## src/design/assert_macros.svh

```systemverilog
// assertion macros used by pll_divider_search
`ifndef ASSERT_MACROS_SVH
`define ASSERT_MACROS_SVH

// property checked on every rising edge of i_clk, off while reset is held
`define ASSERT_CLK(label, prop, msg) \
    label: assert property (@(posedge i_clk) disable iff (!i_rst_n) (prop)) \
        else $error(msg);

// property checked on every rising edge of i_clk, during reset too
`define ASSERT_ALWAYS(label, prop, msg) \
    label: assert property (@(posedge i_clk) (prop)) else $error(msg);

`endif

```

## src/design/pds_pkg.sv

```systemverilog
// types, constants and the divider table of the pll divider search
package pds_pkg;

    localparam int FRAC_BITS = 17;
    localparam int QUO_BITS  = 33 + FRAC_BITS;
    localparam int DIV_STEPS = QUO_BITS;

    localparam logic [7:0]  FACTOR_FIRST  = 8'd1;
    localparam logic [7:0]  FACTOR_LAST   = 8'd255;
    localparam logic [13:0] MULT_INT_MAX  = 14'h3fff;
    localparam logic [3:0]  OD_COMBO_LAST = 4'd9;

    localparam logic [1:0] ST_OK    = 2'd0;
    localparam logic [1:0] ST_RANGE = 2'd1;
    localparam logic [1:0] ST_NOFIT = 2'd2;

    localparam logic [1:0] CFG_MAX_PIX = 2'd0;
    localparam logic [1:0] CFG_VCO_MIN = 2'd1;
    localparam logic [1:0] CFG_VCO_MAX = 2'd2;
    localparam logic [1:0] CFG_REF_CLK = 2'd3;

    localparam logic [29:0] RST_MAX_PIX = 30'd500000000;
    localparam logic [32:0] RST_VCO_MIN = 33'd3000000000;
    localparam logic [32:0] RST_VCO_MAX = 33'd6000000000;
    localparam logic [26:0] RST_REF_CLK = 27'd24000000;

    typedef struct packed {
        logic [29:0] pixel_clock_hz;
        logic [31:0] lane_rate_max_hz;
    } t_pds_req;

    typedef struct packed {
        logic [1:0]  status;
        logic [7:0]  clk_ratio;
        logic [2:0]  od1_select;
        logic [2:0]  od2_select;
        logic [2:0]  od3_select;
        logic [13:0] multiplier_integer;
        logic [16:0] multiplier_fraction;
        logic [31:0] pll_rate_hz;
        logic [32:0] vco_frequency_hz;
    } t_pds_rsp;

    typedef struct packed {
        logic [2:0] od1_sel;
        logic [2:0] od2_sel;
        logic [2:0] od3_sel;
        logic [2:0] shift;
    } t_od_combo;

    // search order: od3 high to low, od2 <= od3, od1 <= od2
    function automatic t_od_combo od_combo(input logic [3:0] idx);
        t_od_combo c;
        case (idx)
            4'd0:    c = '{3'd2, 3'd2, 3'd2, 3'd6};
            4'd1:    c = '{3'd1, 3'd2, 3'd2, 3'd5};
            4'd2:    c = '{3'd0, 3'd2, 3'd2, 3'd4};
            4'd3:    c = '{3'd1, 3'd1, 3'd2, 3'd4};
            4'd4:    c = '{3'd0, 3'd1, 3'd2, 3'd3};
            4'd5:    c = '{3'd0, 3'd0, 3'd2, 3'd2};
            4'd6:    c = '{3'd1, 3'd1, 3'd1, 3'd3};
            4'd7:    c = '{3'd0, 3'd1, 3'd1, 3'd2};
            4'd8:    c = '{3'd0, 3'd0, 3'd1, 3'd1};
            4'd9:    c = '{3'd0, 3'd0, 3'd0, 3'd0};
            default: c = '{3'd0, 3'd0, 3'd0, 3'd0};
        endcase
        return c;
    endfunction

    // error results carry the status and zeros elsewhere
    function automatic t_pds_rsp err_rsp(input logic [1:0] status);
        t_pds_rsp r;
        r        = '0;
        r.status = status;
        return r;
    endfunction

endpackage

```

## src/design/pds_div.sv

```systemverilog
// restoring divider: vco scaled by the fraction width over the reference clock
module pds_div
    import pds_pkg::*;
(
    input  logic                i_clk,
    input  logic                i_rst_n,
    input  logic                i_start,
    input  logic [32:0]         i_dividend,
    input  logic [26:0]         i_divisor,
    output logic                o_done,
    output logic [QUO_BITS-1:0] o_quotient
);

    logic                r_busy;
    logic                r_done;
    logic [5:0]          r_cnt;
    logic [26:0]         r_rem;
    logic [QUO_BITS-1:0] r_quo;

    logic [27:0] shifted;
    logic [28:0] diff;
    logic        ge;

    assign shifted = {r_rem, r_quo[QUO_BITS-1]};
    assign diff    = {1'b0, shifted} - {2'b00, i_divisor};
    assign ge      = !diff[28];

    always_ff @(posedge i_clk) begin
        if (!i_rst_n) begin
            r_busy <= 1'b0;
            r_done <= 1'b0;
            r_cnt  <= '0;
        end else begin
            r_done <= 1'b0;
            if (i_start) begin
                r_busy <= 1'b1;
                r_cnt  <= '0;
                r_rem  <= '0;
                r_quo  <= {i_dividend, {FRAC_BITS{1'b0}}};
            end else if (r_busy) begin
                r_rem <= ge ? diff[26:0] : shifted[26:0];
                r_quo <= {r_quo[QUO_BITS-2:0], ge};
                r_cnt <= r_cnt + 6'd1;
                if (r_cnt == 6'(DIV_STEPS - 1)) begin
                    r_busy <= 1'b0;
                    r_done <= 1'b1;
                end
            end
        end
    end

    assign o_done     = r_done;
    assign o_quotient = r_quo;

endmodule

```

## src/design/pll_divider_search.sv

```systemverilog
// top level of the pll divider search: sequencer, config registers, result register
//
// A request is taken on the rising edge where start is high and busy is low;
// i_req carries the pixel clock and the maximum lane bit rate. busy stays high
// while the search runs, and no other request is taken meanwhile.
// The result shows on o_rsp, marked by o_done for exactly one cycle; the
// receiver cannot hold it off. busy is already low in that cycle, so the next
// request may be taken at the edge that ends it.
// A pixel clock above the limit gives its result in the cycle after the request.
// Otherwise each clock factor is tried in turn, plus checks of the ten divider
// combinations when its product falls in the lane-rate window, one shift-compare per
// cycle; a hit starts a 50-step serial divider, whose quotient gives the multiplier
// in the registered result.
// The longest search is when pixel clock and lane rate are both zero,
// so every factor lands in the window and no divider fits.
// Configuration is written on i_cfg_we through i_cfg_addr and i_cfg_wdata; the user
// must write it only while no request is in flight, which the block does not enforce.
// A synchronous reset on i_rst_n loads the default limits and returns idle.
`include "assert_macros.svh"

module pll_divider_search
    import pds_pkg::*;
(
    input  logic        i_clk,
    input  logic        i_rst_n,
    input  logic        start,
    output logic        busy,
    input  t_pds_req    i_req,
    output logic        o_done,
    output t_pds_rsp    o_rsp,
    input  logic        i_cfg_we,
    input  logic [1:0]  i_cfg_addr,
    input  logic [32:0] i_cfg_wdata
);

    localparam logic [1:0] S_IDLE = 2'd0;
    localparam logic [1:0] S_FACT = 2'd1;
    localparam logic [1:0] S_OD   = 2'd2;
    localparam logic [1:0] S_DIV  = 2'd3;

    logic [1:0]  r_state;
    logic [29:0] r_max_pix;
    logic [32:0] r_vco_min;
    logic [32:0] r_vco_max;
    logic [26:0] r_ref;
    logic [29:0] r_pix;
    logic [31:0] r_lane;
    logic [31:0] r_lo;
    logic [37:0] r_pll;
    logic [7:0]  r_factor;
    logic [3:0]  r_combo;
    t_od_combo   r_od;
    logic [32:0] r_vco;
    logic        r_done;
    t_pds_rsp    r_rsp;

    logic                accept;
    logic                in_window;
    t_od_combo           combo;
    logic [37:0]         vco_full;
    logic                vco_hit;
    logic                div_start;
    logic                div_done;
    logic [QUO_BITS-1:0] quotient;
    logic [13:0]         mult_int;
    logic [16:0]         mult_frac;
    t_pds_rsp            ok_rsp;

    assign busy      = (r_state != S_IDLE);
    assign accept    = start && !busy;
    assign in_window = (r_pll >= {6'd0, r_lo}) && (r_pll <= {6'd0, r_lane});
    assign combo     = od_combo(r_combo);
    assign vco_full  = {6'd0, r_pll[31:0]} << combo.shift;
    assign vco_hit   = (vco_full >= {5'd0, r_vco_min}) && (vco_full <= {5'd0, r_vco_max});
    assign div_start = (r_state == S_OD) && vco_hit;

    always_comb begin
        if (r_ref == '0) begin
            mult_int  = MULT_INT_MAX;
            mult_frac = '0;
        end else begin
            // integer part saturates once any bit above the field is set
            mult_int  = (quotient[QUO_BITS-1:FRAC_BITS+14] != '0) ? MULT_INT_MAX
                                                                  : quotient[FRAC_BITS+13:FRAC_BITS];
            mult_frac = quotient[FRAC_BITS-1:0];
        end
    end

    always_comb begin
        ok_rsp                     = '0;
        ok_rsp.status              = ST_OK;
        ok_rsp.clk_ratio           = r_factor;
        ok_rsp.od1_select          = r_od.od1_sel;
        ok_rsp.od2_select          = r_od.od2_sel;
        ok_rsp.od3_select          = r_od.od3_sel;
        ok_rsp.multiplier_integer  = mult_int;
        ok_rsp.multiplier_fraction = mult_frac;
        ok_rsp.pll_rate_hz         = r_pll[31:0];
        ok_rsp.vco_frequency_hz    = r_vco;
    end

    pds_div u_div (
        .i_clk      (i_clk),
        .i_rst_n    (i_rst_n),
        .i_start    (div_start),
        .i_dividend (vco_full[32:0]),
        .i_divisor  (r_ref),
        .o_done     (div_done),
        .o_quotient (quotient)
    );

    always_ff @(posedge i_clk) begin
        if (!i_rst_n) begin
            r_state   <= S_IDLE;
            r_done    <= 1'b0;
            r_max_pix <= RST_MAX_PIX;
            r_vco_min <= RST_VCO_MIN;
            r_vco_max <= RST_VCO_MAX;
            r_ref     <= RST_REF_CLK;
        end else begin
            r_done <= 1'b0;
            if (i_cfg_we) begin
                case (i_cfg_addr)
                    CFG_MAX_PIX: r_max_pix <= i_cfg_wdata[29:0];
                    CFG_VCO_MIN: r_vco_min <= i_cfg_wdata;
                    CFG_VCO_MAX: r_vco_max <= i_cfg_wdata;
                    CFG_REF_CLK: r_ref     <= i_cfg_wdata[26:0];
                    default: ;
                endcase
            end
            case (r_state)
                S_IDLE: begin
                    if (accept) begin
                        r_pix    <= i_req.pixel_clock_hz;
                        r_lane   <= i_req.lane_rate_max_hz;
                        r_lo     <= (i_req.lane_rate_max_hz >= {2'b00, i_req.pixel_clock_hz})
                                    ? i_req.lane_rate_max_hz - {2'b00, i_req.pixel_clock_hz}
                                    : '0;
                        r_pll    <= {8'd0, i_req.pixel_clock_hz};
                        r_factor <= FACTOR_FIRST;
                        if (i_req.pixel_clock_hz > r_max_pix) begin
                            r_rsp  <= err_rsp(ST_RANGE);
                            r_done <= 1'b1;
                        end else begin
                            r_state <= S_FACT;
                        end
                    end
                end
                S_FACT: begin
                    if (in_window) begin
                        r_combo <= '0;
                        r_state <= S_OD;
                    end else if (r_factor == FACTOR_LAST) begin
                        r_rsp   <= err_rsp(ST_NOFIT);
                        r_done  <= 1'b1;
                        r_state <= S_IDLE;
                    end else begin
                        r_factor <= r_factor + 8'd1;
                        r_pll    <= r_pll + {8'd0, r_pix};
                    end
                end
                S_OD: begin
                    if (vco_hit) begin
                        r_od    <= combo;
                        r_vco   <= vco_full[32:0];
                        r_state <= S_DIV;
                    end else if (r_combo != OD_COMBO_LAST) begin
                        r_combo <= r_combo + 4'd1;
                    end else if (r_factor == FACTOR_LAST) begin
                        r_rsp   <= err_rsp(ST_NOFIT);
                        r_done  <= 1'b1;
                        r_state <= S_IDLE;
                    end else begin
                        // no divider fits, move on to the next factor
                        r_factor <= r_factor + 8'd1;
                        r_pll    <= r_pll + {8'd0, r_pix};
                        r_state  <= S_FACT;
                    end
                end
                S_DIV: begin
                    if (div_done) begin
                        r_rsp   <= ok_rsp;
                        r_done  <= 1'b1;
                        r_state <= S_IDLE;
                    end
                end
                default: begin
                    r_state <= S_IDLE;
                end
            endcase
        end
    end

    assign o_done = r_done;
    assign o_rsp  = r_rsp;

    `ASSERT_CLK(a_done_idle, o_done |-> !busy, "result strobe while still busy")
    `ASSERT_CLK(a_range_fast,
        (accept && (i_req.pixel_clock_hz > r_max_pix)) |=> (o_done && o_rsp.status == ST_RANGE),
        "pixel clock above limit not reported in one cycle")
    `ASSERT_CLK(a_err_zero,
        (o_done && o_rsp.status != ST_OK) |->
            (o_rsp.clk_ratio == '0 && o_rsp.vco_frequency_hz == '0 &&
             o_rsp.pll_rate_hz == '0 && o_rsp.multiplier_integer == '0),
        "error result carries nonzero fields")
    `ASSERT_CLK(a_vco_window,
        (o_done && o_rsp.status == ST_OK) |->
            (o_rsp.vco_frequency_hz >= r_vco_min && o_rsp.vco_frequency_hz <= r_vco_max),
        "reported vco outside the window")
    `ASSERT_CLK(a_div_only_searching, div_done |-> (r_state == S_DIV),
        "divider finished outside the divide step")

endmodule
```

## config.mk

```make
export PLATFORM = sky130hd
export DESIGN_NAME = pll_divider_search
export DESIGN_NICKNAME = d
export VERILOG_FILES = /design/src/design/pds_pkg.sv /design/src/design/pds_div.sv /design/src/design/pll_divider_search.sv
export VERILOG_INCLUDE_DIRS = /design/src /design/src/design
export SDC_FILE = /design/constraint.sdc
export NUM_CORES = 1
export LEC_CHECK = 0
export BUFFER_PORTS_ARGS = -buffer_cell sky130_fd_sc_hd__buf_2
export CAP_MARGIN = 10
export CORE_MARGIN = 4
export CORE_UTILIZATION = 39
export CTS_CLUSTER_SIZE = 10
export DETAILED_ROUTE_END_ITERATION = 10
export SYNTH_ARGS = -nofsm -noshare
export SYNTH_HDL_FRONTEND = slang
export SYNTH_HIERARCHICAL = 1
export SYNTH_SLANG_ARGS = --single-unit
```

## constraint.sdc

```tcl
create_clock -name i_clk -period 22.7 [get_ports i_clk]
set_input_delay 6.81 -clock i_clk [delete_from_list [all_inputs] [get_ports i_clk]]
set_output_delay 6.81 -clock i_clk [all_outputs]
set_load 0.05 [all_outputs]
```

* Word-level counts from Yosys, hierarchy flattened
Memories as Yosys holds them, arrays and structs flattened. A register that Yosys moved wholly into a read port is not among the register bits. Index checks and enable logic that the tools add are counted.
Storage, ports and cells: memories 1, ROM bits 144, register bits 512, output and inout bits 117, input bits 101, word-level logic and storage cells 147
Operators by class: mux-type cells 53, equal/unequal tests 20, add/subtract/negate cells 6, shifts and indexed selects 1, bitwise operators 2, $lt $le $gt $ge 6, reductions and logical operators 27
Memory list:
- (no name shown) | words 16, bits a word 9, read ports 1, clocked after Yosys merged registers in 1, wr ports 0, line pds_pkg.sv:54 | case (idx)
Operator list (number):
- 115-bit two-way mux | 7
- 115-bit case mux with 4 select lines | 1
- 38-bit two-way mux | 5
- 38-bit case mux with 3 select lines | 1
- 50-bit two-way mux | 2
- 27-bit two-way mux | 2
- 8-bit two-way mux | 5
- 38-bit by 30-bit adder with 38-bit output | 1
- 38-bit by 32-bit >= comparator with 1-bit output | 1
- 38-bit by 33-bit >= comparator with 1-bit output | 1
- 38-bit by 32-bit <= comparator with 1-bit output | 1
- 38-bit by 33-bit <= comparator with 1-bit output | 1
- 32-bit by 3-bit << shifter with 38-bit output | 1
- 32-bit by 30-bit >= comparator with 1-bit output | 1
- 32-bit by 30-bit subtractor with 32-bit output | 1
- 30-bit > comparator | 1
- 28-bit by 27-bit subtractor with 29-bit output | 1
- 14-bit two-way mux | 2
- 27-bit zero test | 1
- 8-bit case mux with 3 select lines | 1
- 19-bit nonzero test | 1
- 17-bit two-way mux | 1
- 4-bit two-way mux | 4
- 2-bit two-way mux | 7
- 28 further kinds | 65

* Logic depth before layout (Yosys ltp)
Gate-level depths: netlist of the first run.
depth after elaboration 6, gate-level depth with buffers 18, gate-level depth less buffers 15

* Hierarchy
Netlist of the first run, hierarchy kept.
Modules (own cells, without submodules):
- pll_divider_search | seq. area each 11561.1 µm², area each 24088.1 µm², cells an instance 2378, times used 1
- pds_div | seq. area each 2472.4 µm², area each 5117.4 µm², cells an instance 469, times used 1

* Worst setup path after synthesis of the first run
No wires, ideal clock.
path type input port to flip-flop, start point in i_rst_n, end point reg r_pll[0] (enable), library setup time 463 ps, stages 4, setup slack 11187 ps, buffers on the path 1, required time 22237 ps, data arrival time 11049 ps, path through clkbuf_8 > nand2_1 > nor4_1 > a21boi_0
On the way: word-level cells in the longest chain between the ends 1
RTL lines:
- start, declared | line pll_divider_search.sv:25 | input logic i_rst_n,
- 6-bit AND reduction (no source line)
- end signal, assigned | line pll_divider_search.sv:139 | r_pll <= {8'd0, i_req.pixel_clock_hz};
- end signal, assigned | line pll_divider_search.sv:159 | r_pll <= r_pll + {8'd0, r_pix};
- end signal, assigned | line pll_divider_search.sv:176 | r_pll <= r_pll + {8'd0, r_pix};
- end, declared | line pll_divider_search.sv:49 | logic [37:0] r_pll;
Every way passes these cells. A chain may end at the register's enable or synchronous reset.

* Worst setup path in the final report of the first run
start point in i_req[0] (netlist name), end point reg r_lo[6] (data pin)
On the way: word-level cells in the longest chain between the ends 1, elaborated cells on any way between the ends 2, classes of those cells 1 x add/sub; 1 x order compare
RTL lines:
- start, declared | line pll_divider_search.sv:28 | input t_pds_req i_req,
- 32-bit by 30-bit subtractor with 32-bit output / 32-bit by 30-bit >= comparator with 1-bit output (equally long branches) | line pll_divider_search.sv:137, pll_divider_search.sv:136
- end signal, assigned | line pll_divider_search.sv:136 | r_lo <= (i_req.lane_rate_max_hz >= {2'b00, i_req.pixel_clock_hz})
- end, declared | line pll_divider_search.sv:48 | logic [31:0] r_lo;
Several ways; a longest one is shown, not always the timed one.

==> impl_metrics.xml, run 1 <==
<?xml version="1.0" encoding="UTF-8"?>
<metrics>
  <group name="global_routing">
    <metric name="first_global_vias" unit="">20600</metric>
    <metric name="globalRouteTotalUtil" unit="%">21.0</metric>
    <metric name="number_of_antenna_violations_at_the_first_check_in_global_routing" unit="">25</metric>
    <metric name="grt_pass1_wl" unit="mm">127</metric>
    <metric name="gr-total-overflow" unit="">0</metric>
    <metric name="largest_net_degree_at_the_start_of_global_routing" unit="">67</metric>
  </group>
  <group name="routing">
    <metric name="vias" unit="">21900</metric>
    <metric name="drt.antenna.violating_nets" unit="">0</metric>
    <metric name="drt_pre_antenna_iters" unit="">7</metric>
    <metric name="routed_via_density" unit="">5.37</metric>
    <metric name="drtIter0Drc" unit="">1794</metric>
    <metric name="routedWlPerCell" unit="um">20.9</metric>
    <metric name="routed_wl" unit="mm">85.1</metric>
    <metric name="drc_errors" unit="">0</metric>
  </group>
  <group name="sta">
    <metric name="final_setup_violating_endpoints" unit="">0</metric>
    <metric name="postLayoutSetupSlackWorst" unit="ns">12.39</metric>
    <metric name="grt_setup_unrepaired" unit="">no</metric>
    <metric name="hold_violations" unit="">0</metric>
    <metric name="setup-tns-final" unit="ns">0</metric>
    <metric name="skew" unit="ns">0.0266</metric>
    <metric name="period_utilisation_layout" unit="%">45.4</metric>
    <metric name="post-route-min-period" unit="ns">10.31</metric>
    <metric name="timing.max_slew.rel_slack" unit="%">18.9</metric>
    <metric name="drv_slew" unit="">0</metric>
    <metric name="worst_pin_slew" unit="ns">1.21</metric>
    <metric name="fmaxAchievable" unit="MHz">97.0</metric>
  </group>
  <group name="pwr">
    <metric name="seqPwrFrac" unit="%">41.4</metric>
    <metric name="leakagePower" unit="nW">13.5</metric>
    <metric name="powerDensity" unit="nW/um2">81.2</metric>
    <metric name="cellInternalPower" unit="mW">1.86</metric>
    <metric name="vdd_drop_max" unit="mV">0.0429</metric>
    <metric name="power.share.clock" unit="%">36.7</metric>
    <metric name="power_frac_comb" unit="%">21.9</metric>
    <metric name="power.switching_fraction" unit="%">31.3</metric>
    <metric name="power.switching" unit="uW">846</metric>
  </group>
  <group name="run">
    <metric name="drv_cap" unit="">0</metric>
  </group>
  <group name="setup_path">
    <metric name="timing.critical_path.arrival" unit="ns">10.62</metric>
    <metric name="critical_path.endpoint_type" unit="">register</metric>
    <metric name="timing_worst_setup_path_type" unit="">in2reg</metric>
    <metric name="critical_path.startpoint_type" unit="">primary input</metric>
    <metric name="cp_slowest_cell" unit="">sky130_fd_sc_hd__a21boi_4</metric>
    <metric name="slowest_delay" unit="ns">0.81</metric>
    <metric name="critical_path_peak_fanout" unit="">31</metric>
    <metric name="crit_chain" unit="">buf_2 -&gt; inv_1 -&gt; ha_1 -&gt; fa_1 -&gt; nor2b_1 -&gt; o31ai_1 -&gt; a21oi_1 -&gt; o21ai_0 -&gt; a21oi_1 -&gt; a221oi_1 -&gt; o21ai_0 -&gt; a21boi_4 -&gt; nor3_1</metric>
    <metric name="worstPathRequired" unit="ns">23.01</metric>
  </group>
  <group name="clocking">
    <metric name="cts-buffers-inserted" unit="">66</metric>
    <metric name="cts_buffer_depth" unit="">3</metric>
    <metric name="tritoncts_num_sinks" unit="">515</metric>
    <metric name="worstSkewPairLatency" unit="ns">0.62</metric>
    <metric name="worst_setup_hold_path_clk_slew" unit="ns">0.05</metric>
    <metric name="tritoncts" unit="">built</metric>
    <metric name="root_buffer" unit="">sky130_fd_sc_hd__clkbuf_16</metric>
    <metric name="post_cts_resize_count" unit="">0</metric>
    <metric name="cts_max_level" unit="">3</metric>
    <metric name="cts.hold.buffers_added" unit="">0</metric>
    <metric name="cts_setup_buffers" unit="">0</metric>
  </group>
  <group name="cells_and_area">
    <metric name="layout.core_utilization" unit="%">44.8</metric>
    <metric name="commonest_non_fill_non_tap_cells_in_the_layout" unit="">sky130_fd_sc_hd__edfxtp_1, sky130_fd_sc_hd__nand2_1, sky130_fd_sc_hd__inv_1</metric>
    <metric name="post_route_non_filler_standard_cell_count" unit="">4075</metric>
    <metric name="filler_cell_count" unit="">7175</metric>
    <metric name="final_common_cell" unit="">sky130_fd_sc_hd__edfxtp_1</metric>
    <metric name="number_of_nets_in_the_final_layout" unit="">3405</metric>
    <metric name="drive_above_1_share" unit="%">14.8</metric>
    <metric name="area_growth_syn_to_fin" unit="%">13.9</metric>
  </group>
  <group name="die">
    <metric name="io_pins" unit="">218</metric>
    <metric name="placementRows" unit="">100</metric>
    <metric name="dieArea" unit="um2">79300</metric>
    <metric name="fp.coreArea" unit="um2">74300</metric>
    <metric name="dieHeight" unit="um">282</metric>
    <metric name="initial_utilization" unit="%">39.3</metric>
    <metric name="die_width" unit="um">282</metric>
  </group>
  <group name="place">
    <metric name="dpl.cell_count" unit="">3945</metric>
    <metric name="routabilityCongestion" unit="">0.894</metric>
    <metric name="port_buffers" unit="">214</metric>
    <metric name="dp_hpwl" unit="mm">63.0</metric>
    <metric name="detailedPlace.worstSlack" unit="ns">11.79</metric>
  </group>
  <group name="logic_synthesis">
    <metric name="postSynthAreaPerCell" unit="um2">10.3</metric>
    <metric name="synth.yosys.seq_area_share" unit="%">48.1</metric>
    <metric name="synth_area_leader_cell" unit="">sky130_fd_sc_hd__edfxtp_1</metric>
    <metric name="synth-edff-count" unit="">372</metric>
    <metric name="synth_cell_types" unit="">98</metric>
    <metric name="synthesis.yosys.warnings" unit="">6</metric>
    <metric name="synth.area.top_cells" unit="">sky130_fd_sc_hd__edfxtp_1, sky130_fd_sc_hd__ha_1, sky130_fd_sc_hd__dfxtp_1</metric>
    <metric name="postSynthCellCount" unit="">2847</metric>
    <metric name="yosys.area.top_type_share" unit="%">38.2</metric>
    <metric name="postSynth.topFlopCell" unit="">sky130_fd_sc_hd__edfxtp_1</metric>
    <metric name="synthArstFlopShare" unit="%">0</metric>
    <metric name="netlist_area" unit="um2">29200</metric>
    <metric name="yosys_register_bits" unit="">515</metric>
  </group>
  <group name="status">
    <metric name="run_status" unit="">finished clean</metric>
  </group>
  <group name="worst_hold_path">
    <metric name="hold_class" unit="">reg2reg</metric>
  </group>
</metrics>
==> Yosys cell counts, drive strengths merged, types with 15 or more instances <==
library cell	count
a211oi	15
a21o	42
a21oi	247
a31oi	17
and2	107
and3	17
buf	27
clkbuf	82
dfxtp	143
edfxtp	372
ha	257
inv	262
mux2	60
mux2i	40
nand2	359
nand2b	29
nand3	64
nand4	46
nor2	100
nor2b	28
nor3	62
nor4	22
o211ai	55
o21a	33
o21ai	82
o21bai	19
o22ai	23
xnor2	41
xor2	38
==> flip-flops by register name, indices dropped and copies added (netlist names) <==
name,count
u_div/o_quotient,50
combo,9
o_rsp,112
r_state,2
r_factor,8
r_lane,32
r_pll,38
r_vco_max,33
r_pix,30
ok_rsp,6
r_combo,4
u_div/r_cnt,6
r_vco_min,33
u_div/o_done,1
r_lo,32
r_vco,33
u_div/r_rem,27
r_ref,27
o_done,1
r_max_pix,30
u_div/r_busy,1
==> stage by stage <==
stage	power, mW	hold WS, ns	cell area [um2]
final	2.70	0.404	33300
after global routing	2.83	0.412	33200
after CTS	2.73	0.407	33200
after detailed placement	1.72	0.393	31200
after global placement	1.72	0.389	31200
after floorplan	1.53	0.386	29200
==> power groups by stage <==
stage               combinational [mW]  sequential, mW  clock [mW]
finish                           0.593            1.12       0.991
global route                     0.654            1.12        1.05
CTS                              0.591            1.12        1.02
detailed placement               0.587            1.14           0
global placement                 0.581            1.14           0
floorplan                        0.375            1.16           0
==> worst paths after layout <==
check        startpoint    endpoint  cells past startpoint  slack, ns
max            i_req[0]     r_lo[6]                     13      12.39
min            combo[3]  ok_rsp[96]                      0       0.40
max reg2reg    combo[0]   o_rsp[74]                     12      15.88
min reg2reg    combo[3]  ok_rsp[96]                      0       0.40
==> kinds of logic after synthesis <==
| logic type | count (synthesis) | synth area share (%) |
|---|---|---|
| AO/OA/AOI/OAI | 614 | 13.4 |
| XOR/XNOR | 79 | 2.37 |
| adder cells (fa/ha/maj) | 260 | 11.2 |
| buffers and inverters | 373 | 5.18 |
| flip-flops | 515 | 48.1 |
| multiplexers | 114 | 4.76 |
| other | 1 | 0.0128 |
| AND/OR/NAND/NOR | 891 | 15.0 |
==> cell type report <==
type	count	area, um2	area share (%)
Tap cell	969	1210	3.64
Clock inverter	15	184	0.553
Sequential cell	515	14000	42.2
Antenna cell	12	30.0	0.0903
Multi-Input combinational cell	1961	13700	41.3
Clock buffer	103	1830	5.51
Timing Repair Buffer	236	1240	3.72
Inverter	264	991	2.98
==> worst max-delay path: cells and delay by family <==
family	cells	cell delay, ns
AO/OA/AOI/OAI	7	2.90
AND/OR/NAND/NOR	2	0.25
buffers and inverters	2	0.15
adder cells (fa/ha/maj)	2	0.48
==> layer usage <==
layer / vias up / share of wire [%] / GRT usage (%)
met2: 649 / 45 / 33.2
met1: 10400 / 45 / 29.1
met3: 128 / 7.8 / 4.89
met4: 14 / 2.3 / 5.96
met5: - / 0.10 / 0
li1: 10700 / - / -
No activity file was read; power rests on OpenSTA's default activity.
==> inputs of run 2 (changes only) <==
==> constraint.sdc (replaced) <==
create_clock -name i_clk -period 10.1 [get_ports i_clk]
set_input_delay 3.03 -clock i_clk [delete_from_list [all_inputs] [get_ports i_clk]]
set_output_delay 3.03 -clock i_clk [all_outputs]
set_load 0.05 [all_outputs]
==> run 2 against run 1 <==
  * First-iteration DRC count rose by 1.6%
  * Global-route usage barely moved
  * Combinational power rose by 120%
  * Sequential cell count did not move
  * Clock skew rose by 0.0099 ns
  * Sequential share of layout area rose by 0.25 points
  * Die area did not move
  * Cell area fell by 0.59%
  * Worst setup slack got worse by 8.8 ns
  * Largest power group unchanged
==> impl_metrics.xml, run 2 (synthesized netlist as in run 1, its figures left out) <==
<?xml version="1.0" encoding="UTF-8"?>
<metrics>
  <group name="status">
    <metric name="run_status" unit="">finished clean</metric>
  </group>
  <group name="setup_path">
    <metric name="critical_path_peak_fanout" unit="">17</metric>
    <metric name="timing_worst_setup_path_type" unit="">in2reg</metric>
    <metric name="timing.critical_path.arrival" unit="ns">6.89</metric>
    <metric name="critical_path.startpoint_type" unit="">primary input</metric>
    <metric name="worstPathRequired" unit="ns">10.44</metric>
    <metric name="critical_path.endpoint_type" unit="">register</metric>
  </group>
  <group name="pwr">
    <metric name="leakagePower" unit="nW">13.4</metric>
    <metric name="power.share.clock" unit="%">34.8</metric>
    <metric name="powerDensity" unit="nW/um2">178</metric>
    <metric name="vdd_drop_max" unit="mV">0.127</metric>
    <metric name="design_power_total" unit="mW">5.88</metric>
    <metric name="cellInternalPower" unit="mW">4.05</metric>
    <metric name="power.switching" unit="mW">1.83</metric>
    <metric name="power.switching_fraction" unit="%">31.2</metric>
    <metric name="power_frac_comb" unit="%">22.5</metric>
    <metric name="seqPwrFrac" unit="%">42.8</metric>
  </group>
  <group name="global_routing">
    <metric name="global_route.usage.met1" unit="%">28.6</metric>
    <metric name="grtUsageMet3" unit="%">5.27</metric>
    <metric name="globalRouteTotalUtil" unit="%">21.0</metric>
    <metric name="grt_use_met2" unit="%">33.0</metric>
    <metric name="global_route.peak_usage_layer" unit="">met2</metric>
    <metric name="grt_pass1_wl" unit="mm">127</metric>
    <metric name="first_global_vias" unit="">20800</metric>
    <metric name="gr-total-overflow" unit="">0</metric>
    <metric name="number_of_antenna_violations_at_the_first_check_in_global_routing" unit="">28</metric>
    <metric name="largest_net_degree_at_the_start_of_global_routing" unit="">75</metric>
  </group>
  <group name="routing">
    <metric name="routed_via_density" unit="">5.34</metric>
    <metric name="routedWlPerCell" unit="um">20.9</metric>
    <metric name="drtIter0Drc" unit="">1822</metric>
    <metric name="drt_pre_antenna_iters" unit="">5</metric>
    <metric name="vias" unit="">21700</metric>
    <metric name="drt.antenna.violating_nets" unit="">0</metric>
    <metric name="drc_errors" unit="">0</metric>
    <metric name="routed_wl" unit="mm">85.0</metric>
  </group>
  <group name="die">
    <metric name="placementRows" unit="">100</metric>
    <metric name="dieHeight" unit="um">282</metric>
    <metric name="dieArea" unit="um2">79300</metric>
    <metric name="io_pins" unit="">218</metric>
    <metric name="fp.coreArea" unit="um2">74300</metric>
    <metric name="initial_utilization" unit="%">39.3</metric>
    <metric name="die_width" unit="um">282</metric>
  </group>
  <group name="clocking">
    <metric name="cts-buffers-inserted" unit="">60</metric>
    <metric name="cts_max_level" unit="">2</metric>
    <metric name="root_buffer" unit="">sky130_fd_sc_hd__clkbuf_16</metric>
    <metric name="worst_setup_hold_path_clk_slew" unit="ns">0.05</metric>
    <metric name="worstSkewPairLatency" unit="ns">0.64</metric>
    <metric name="tritoncts" unit="">built</metric>
    <metric name="cts.hold.buffers_added" unit="">0</metric>
    <metric name="cts_setup_buffers" unit="">0</metric>
    <metric name="post_cts_resize_count" unit="">0</metric>
    <metric name="tritoncts_num_sinks" unit="">515</metric>
    <metric name="cts_buffer_depth" unit="">3</metric>
  </group>
  <group name="place">
    <metric name="detailedPlace.worstSlack" unit="ns">2.98</metric>
    <metric name="port_buffers" unit="">214</metric>
    <metric name="placement.cell_area" unit="um2">31200</metric>
    <metric name="dpl.cell_count" unit="">3944</metric>
    <metric name="routabilityCongestion" unit="">0.911</metric>
    <metric name="dp_hpwl" unit="mm">62.8</metric>
  </group>
  <group name="sta">
    <metric name="setup-tns-final" unit="ns">0</metric>
    <metric name="worst_pin_slew" unit="ns">1.17</metric>
    <metric name="postLayoutSetupSlackWorst" unit="ns">3.56</metric>
    <metric name="final_setup_violating_endpoints" unit="">0</metric>
    <metric name="post-route-min-period" unit="ns">6.54</metric>
    <metric name="period_utilisation_layout" unit="%">64.8</metric>
    <metric name="fmaxAchievable" unit="MHz">153</metric>
    <metric name="hold_violations" unit="">0</metric>
    <metric name="holdWs" unit="ns">0.399</metric>
    <metric name="timing.max_slew.rel_slack" unit="%">21.2</metric>
    <metric name="drv_slew" unit="">0</metric>
    <metric name="grt_setup_unrepaired" unit="">no</metric>
    <metric name="skew" unit="ns">0.0365</metric>
  </group>
  <group name="cells_and_area">
    <metric name="final_common_cell" unit="">sky130_fd_sc_hd__edfxtp_1</metric>
    <metric name="commonest_non_fill_non_tap_cells_in_the_layout" unit="">sky130_fd_sc_hd__edfxtp_1, sky130_fd_sc_hd__nand2_1, sky130_fd_sc_hd__inv_1</metric>
    <metric name="registers.top_by_ff_count" unit="">o_rsp</metric>
    <metric name="post_route_non_filler_standard_cell_count" unit="">4068</metric>
    <metric name="area_growth_syn_to_fin" unit="%">13.2</metric>
    <metric name="drive_above_1_share" unit="%">14.5</metric>
    <metric name="largest_register_ff_count" unit="">112</metric>
    <metric name="number_of_nets_in_the_final_layout" unit="">3398</metric>
    <metric name="layout.core_utilization" unit="%">44.5</metric>
    <metric name="design_area" unit="um2">33100</metric>
  </group>
  <group name="worst_hold_path">
    <metric name="hold_class" unit="">reg2reg</metric>
  </group>
  <group name="run">
    <metric name="drv_cap" unit="">0</metric>
  </group>
</metrics>
## run 2: changes by cell type in the layout (fill, tap and decap cells not counted), sizes merged
cell and delta:
clkinv -4, inv -4, buf -1, clkbuf +2
## run 2: worst max-delay path, cell delays in order
cell	delay [ns]
sky130_fd_sc_hd__buf_2	0.10
sky130_fd_sc_hd__inv_1	0.05
sky130_fd_sc_hd__ha_1	0.26
sky130_fd_sc_hd__fa_1	0.24
sky130_fd_sc_hd__nor2b_1	0.08
sky130_fd_sc_hd__o31ai_1	0.34
sky130_fd_sc_hd__a21oi_1	0.20
sky130_fd_sc_hd__o21ai_0	0.48
sky130_fd_sc_hd__a21oi_1	0.21
sky130_fd_sc_hd__a221oi_1	0.56
sky130_fd_sc_hd__o21ai_0	0.24
sky130_fd_sc_hd__a21boi_2	0.66
sky130_fd_sc_hd__buf_4	0.35
sky130_fd_sc_hd__nor3_1	0.09
## run 2: worst paths after layout
check	slack (ns)	depth (start not counted)	to	from
max	3.56	14	r_lo[27]	i_req[0]
min	0.40	0	ok_rsp[100]	combo[7]
max reg2reg	3.67	15	o_rsp[78]	r_pll[1]
min reg2reg	0.40	0	ok_rsp[100]	combo[7]
## run 2: power by group through the flow
stage / sequential [mW] / combinational [mW] / clock (mW)
floorplan: 2.60 / 0.843 / 0
global placement: 2.56 / 1.30 / 0
detailed placement: 2.56 / 1.31 / 0
CTS: 2.51 / 1.32 / 2.10
global route: 2.52 / 1.46 / 2.18
finish: 2.52 / 1.32 / 2.04
## run 2: layer usage
metal | wire length, um | vias up
met5 | 93 | -
met1 | 37700 | 10200
met3 | 6790 | 177
li1 | - | 10600
met2 | 37700 | 651
met4 | 2740 | 16
## run 2: layout make-up
cell class	count	area (um2)
diodes	12	30.0
flip-flops and latches	515	14000
multi-input cells	1961	13700
inverters	264	991
well taps	969	1210
fillers	7170	41300
clock buffers	105	1710
clock inverters	7	123
repair buffers	235	1230
==> inputs of run 3 (changes only) <==
--- a/config.mk
+++ b/config.mk
@@ -6,6 +6,7 @@
 export SDC_FILE = /design/constraint.sdc
 export NUM_CORES = 1
 export LEC_CHECK = 0
+export ABC_AREA = 1
 export BUFFER_PORTS_ARGS = -buffer_cell sky130_fd_sc_hd__buf_2
 export CAP_MARGIN = 10
 export CORE_MARGIN = 4
==> constraint.sdc (replaced) <==
create_clock -name i_clk -period 5.7 [get_ports i_clk]
set_input_delay 1.71 -clock i_clk [delete_from_list [all_inputs] [get_ports i_clk]]
set_output_delay 1.71 -clock i_clk [all_outputs]
set_load 0.05 [all_outputs]
==> run 3 against run 2 <==
  * Via count grew 16%
  * Critical path depth grew 8
  * Total power grew 83%
  * Largest power group unchanged
==> impl_metrics.xml, run 3 <==
<?xml version="1.0" encoding="UTF-8"?>
<metrics>
  <group name="routing">
    <metric name="highest_layer" unit="">met5</metric>
    <metric name="routed_wl" unit="mm">95.2</metric>
    <metric name="vias" unit="">25200</metric>
    <metric name="drc_errors" unit="">0</metric>
    <metric name="drt_pre_antenna_iters" unit="">5</metric>
    <metric name="drtIter0Drc" unit="">2176</metric>
    <metric name="drt.antenna.violating_nets" unit="">0</metric>
    <metric name="met3_wirelength" unit="mm">6.78</metric>
    <metric name="dr_wl_met2" unit="mm">40.8</metric>
    <metric name="routed_via_density" unit="">5.09</metric>
    <metric name="routed_met1_length" unit="mm">45.2</metric>
    <metric name="routedWlPerCell" unit="um">19.2</metric>
  </group>
  <group name="clocking">
    <metric name="cts_buffer_depth" unit="">3</metric>
    <metric name="root_buffer" unit="">sky130_fd_sc_hd__clkbuf_16</metric>
    <metric name="worst_setup_hold_path_clk_slew" unit="ns">0.06</metric>
    <metric name="worstSkewPairLatency" unit="ns">0.64</metric>
    <metric name="cts_max_level" unit="">2</metric>
    <metric name="cts_setup_buffers" unit="">0</metric>
    <metric name="tritoncts_num_sinks" unit="">515</metric>
    <metric name="post_cts_resize_count" unit="">0</metric>
    <metric name="cts.hold.buffers_added" unit="">0</metric>
    <metric name="tritoncts" unit="">built</metric>
    <metric name="cts-buffers-inserted" unit="">61</metric>
  </group>
  <group name="sta">
    <metric name="skew" unit="ns">0.0299</metric>
    <metric name="fmaxAchievable" unit="MHz">201</metric>
    <metric name="final_setup_violating_endpoints" unit="">0</metric>
    <metric name="worst_pin_slew" unit="ns">1.38</metric>
    <metric name="grt_setup_unrepaired" unit="">no</metric>
    <metric name="drv_slew" unit="">0</metric>
    <metric name="timing.max_slew.rel_slack" unit="%">7.15</metric>
    <metric name="hold_violations" unit="">0</metric>
    <metric name="post-route-min-period" unit="ns">4.98</metric>
    <metric name="period_utilisation_layout" unit="%">87.3</metric>
    <metric name="setup-tns-final" unit="ns">0</metric>
  </group>
  <group name="global_routing">
    <metric name="globalRouteTotalUtil" unit="%">22.6</metric>
    <metric name="largest_net_degree_at_the_start_of_global_routing" unit="">78</metric>
    <metric name="grt_pass1_wl" unit="mm">142</metric>
    <metric name="first_global_vias" unit="">23500</metric>
    <metric name="number_of_antenna_violations_at_the_first_check_in_global_routing" unit="">8</metric>
    <metric name="gr-total-overflow" unit="">0</metric>
  </group>
  <group name="pwr">
    <metric name="power_frac_comb" unit="%">25.5</metric>
    <metric name="seqPwrFrac" unit="%">41.1</metric>
    <metric name="power.switching" unit="mW">3.63</metric>
    <metric name="vdd_drop_max" unit="mV">0.216</metric>
    <metric name="power.switching_fraction" unit="%">33.7</metric>
    <metric name="powerDensity" unit="nW/um2">312</metric>
    <metric name="leakagePower" unit="nW">15.8</metric>
    <metric name="cellInternalPower" unit="mW">7.16</metric>
    <metric name="design_power_total" unit="mW">10.8</metric>
    <metric name="power.share.clock" unit="%">33.4</metric>
  </group>
  <group name="die">
    <metric name="dieHeight" unit="um">286</metric>
    <metric name="io_pins" unit="">218</metric>
    <metric name="placementRows" unit="">101</metric>
    <metric name="die_width" unit="um">286</metric>
    <metric name="dieArea" unit="um2">82000</metric>
    <metric name="fp.coreArea" unit="um2">76300</metric>
    <metric name="initial_utilization" unit="%">39.6</metric>
  </group>
  <group name="setup_path">
    <metric name="r2r_start" unit="">combo[1]</metric>
    <metric name="critical_path.startpoint" unit="">combo[1]</metric>
    <metric name="reg2reg_setup_slack" unit="ns">0.72</metric>
    <metric name="crit-reg2reg-capture" unit="">u_div/r_rem[25]</metric>
    <metric name="critical_path_peak_fanout" unit="">37</metric>
    <metric name="critical_path.startpoint_type" unit="">register</metric>
    <metric name="critical_path.endpoint_type" unit="">register</metric>
    <metric name="timing.critical_path.arrival" unit="ns">5.38</metric>
    <metric name="timing_worst_setup_path_type" unit="">reg2reg</metric>
    <metric name="ff2ff_path_depth" unit="">22</metric>
    <metric name="worstPathRequired" unit="ns">6.10</metric>
  </group>
  <group name="logic_synthesis">
    <metric name="yosys.area.top_type_share" unit="%">37.0</metric>
    <metric name="postSynth.topFlopCell" unit="">sky130_fd_sc_hd__edfxtp_1</metric>
    <metric name="synthArstFlopShare" unit="%">0</metric>
    <metric name="synth.yosys.seq_area_share" unit="%">46.4</metric>
    <metric name="postSynthCellCount" unit="">3646</metric>
    <metric name="synth_cell_types" unit="">57</metric>
    <metric name="synth.cells.most_frequent" unit="">sky130_fd_sc_hd__nand2_1, sky130_fd_sc_hd__inv_1, sky130_fd_sc_hd__edfxtp_1</metric>
    <metric name="synth-edff-count" unit="">372</metric>
    <metric name="synth.area.top_cells" unit="">sky130_fd_sc_hd__edfxtp_1, sky130_fd_sc_hd__ha_1, sky130_fd_sc_hd__nand2_1</metric>
    <metric name="yosys_register_bits" unit="">515</metric>
    <metric name="postSynthAreaPerCell" unit="um2">8.29</metric>
    <metric name="netlist_area" unit="um2">30200</metric>
    <metric name="synthesis.yosys.warnings" unit="">6</metric>
    <metric name="most_instantiated_library_cell_after_synthesis" unit="">sky130_fd_sc_hd__nand2_1</metric>
    <metric name="synth_area_leader_cell" unit="">sky130_fd_sc_hd__edfxtp_1</metric>
  </group>
  <group name="cells_and_area">
    <metric name="post_route_non_filler_standard_cell_count" unit="">4953</metric>
    <metric name="filler_cell_count" unit="">7680</metric>
    <metric name="registers.top_by_ff_count" unit="">o_rsp</metric>
    <metric name="layout.core_utilization" unit="%">45.2</metric>
    <metric name="area_growth_syn_to_fin" unit="%">14.3</metric>
    <metric name="largest_register_ff_count" unit="">112</metric>
    <metric name="commonest_non_fill_non_tap_cells_in_the_layout" unit="">sky130_fd_sc_hd__nand2_1, sky130_fd_sc_hd__inv_1, sky130_fd_sc_hd__edfxtp_1</metric>
    <metric name="final_common_cell" unit="">sky130_fd_sc_hd__nand2_1</metric>
    <metric name="drive_above_1_share" unit="%">10.3</metric>
    <metric name="number_of_nets_in_the_final_layout" unit="">4237</metric>
  </group>
  <group name="worst_hold_path">
    <metric name="hold-path-endpoint" unit="">ok_rsp[100]</metric>
    <metric name="hold_depth" unit="">0</metric>
    <metric name="hold_class" unit="">reg2reg</metric>
    <metric name="hp-start" unit="">combo[7]</metric>
  </group>
  <group name="place">
    <metric name="dpl.cell_count" unit="">4843</metric>
    <metric name="port_buffers" unit="">214</metric>
    <metric name="dp_hpwl" unit="mm">74.0</metric>
    <metric name="routabilityCongestion" unit="">0.950</metric>
  </group>
  <group name="status">
    <metric name="run_status" unit="">finished clean</metric>
  </group>
  <group name="run">
    <metric name="drv_cap" unit="">0</metric>
  </group>
</metrics>
==> run 3: cell types whose count changed after synthesis, sizes merged, moves of 36 or more <==
cell and delta:
a21o -36, and2 -100, inv +335, mux2 -60, nand2 +446, nand3 +70
nor2 +262, o21ai +195
==> run 3: layout make-up <==
| type | count | area [um2] | area share, % |
|---|---|---|---|
| tap | 1030 | 1290 | 3.73 |
| sequential | 515 | 14000 | 40.6 |
| clock inverter | 13 | 123 | 0.355 |
| clock buffer | 96 | 1700 | 4.92 |
| multi-input combinational | 2431 | 13600 | 39.4 |
| antenna | 1 | 2.50 | 0.00725 |
| timing repair buffer | 267 | 1520 | 4.41 |
| inverter | 600 | 2250 | 6.53 |
==> run 3: worst max-delay path by stage <==
stage	to	slack [ns]	cells after the start
2_1_floorplan	o_rsp[0]	-1.09	13
3_3_place_gp	u_div/r_rem[19]	0.81	21
3_5_place_dp	u_div/r_rem[25]	0.85	22
4_1_cts	u_div/r_rem[25]	0.82	22
5_1_grt	u_div/r_rem[22]	0.36	22
6_report	u_div/r_rem[25]	0.72	22
==> run 3: through the flow <==
| step | hold slack [ns] | area (um2) | setup slack [ns] |
|---|---|---|---|
| after floorplan | 0.386 | 30300 | -1.09 |
| after global placement | 0.386 | 32700 | 0.806 |
| after detailed placement | 0.389 | 32700 | 0.847 |
| after CTS | 0.404 | 34500 | 0.817 |
| after global routing | 0.409 | 34500 | 0.363 |
| final | 0.405 | 34500 | 0.723 |
==> run 3: power groups by stage <==
stage	clock [mW]	combinational [mW]	sequential (mW)
floorplan	0	1.64	4.69
finish	3.61	2.75	4.43
global placement	0	2.70	4.51
CTS	3.69	2.73	4.43
global route	3.86	3.06	4.45
detailed placement	0	2.71	4.51
==> run 3: critical path: stages (launching register included) <==
cell and delay [ns]:
sky130_fd_sc_hd__dfxtp_1 0.30, sky130_fd_sc_hd__buf_4 0.19, sky130_fd_sc_hd__inv_4 0.33, sky130_fd_sc_hd__mux2i_1 0.16
sky130_fd_sc_hd__o21ai_0 1.07, sky130_fd_sc_hd__ha_1 0.41, sky130_fd_sc_hd__nand2_1 0.09, sky130_fd_sc_hd__o21ai_0 0.10
sky130_fd_sc_hd__nand2_1 0.07, sky130_fd_sc_hd__nand3_1 0.06, sky130_fd_sc_hd__a21oi_1 0.17, sky130_fd_sc_hd__nor2_1 0.07
sky130_fd_sc_hd__nor2_1 0.08, sky130_fd_sc_hd__nand2_1 0.06, sky130_fd_sc_hd__nand2_2 0.11, sky130_fd_sc_hd__nand3_4 0.15
sky130_fd_sc_hd__inv_1 0.15, sky130_fd_sc_hd__clkinv_1 0.44, sky130_fd_sc_hd__buf_4 0.41, sky130_fd_sc_hd__nand2_1 0.09
sky130_fd_sc_hd__nand2_1 0.05, sky130_fd_sc_hd__nand2_1 0.08, sky130_fd_sc_hd__inv_1 0.03
==> run 3: per-layer routing <==
| layer | vias up | GRT usage (%) |
|---|---|---|
| met5 | - | 0 |
| met4 | 6 | 5.44 |
| met2 | 783 | 34.8 |
| met1 | 11700 | 33.0 |
| li1 | 12600 | - |
| met3 | 120 | 4.10 |
==> run 3: cells by family after synthesis <==
family          count (synthesis)  share of synthesized area [%]
fa+ha+maj                     260                           10.8
simple gates                 1435                           19.7
xor+xnor                       40                           1.16
flops                         515                           46.4
other cells                     1                         0.0124
compound gates                666                           12.0
mux                            27                          0.894
buf+inv                       702                           8.97
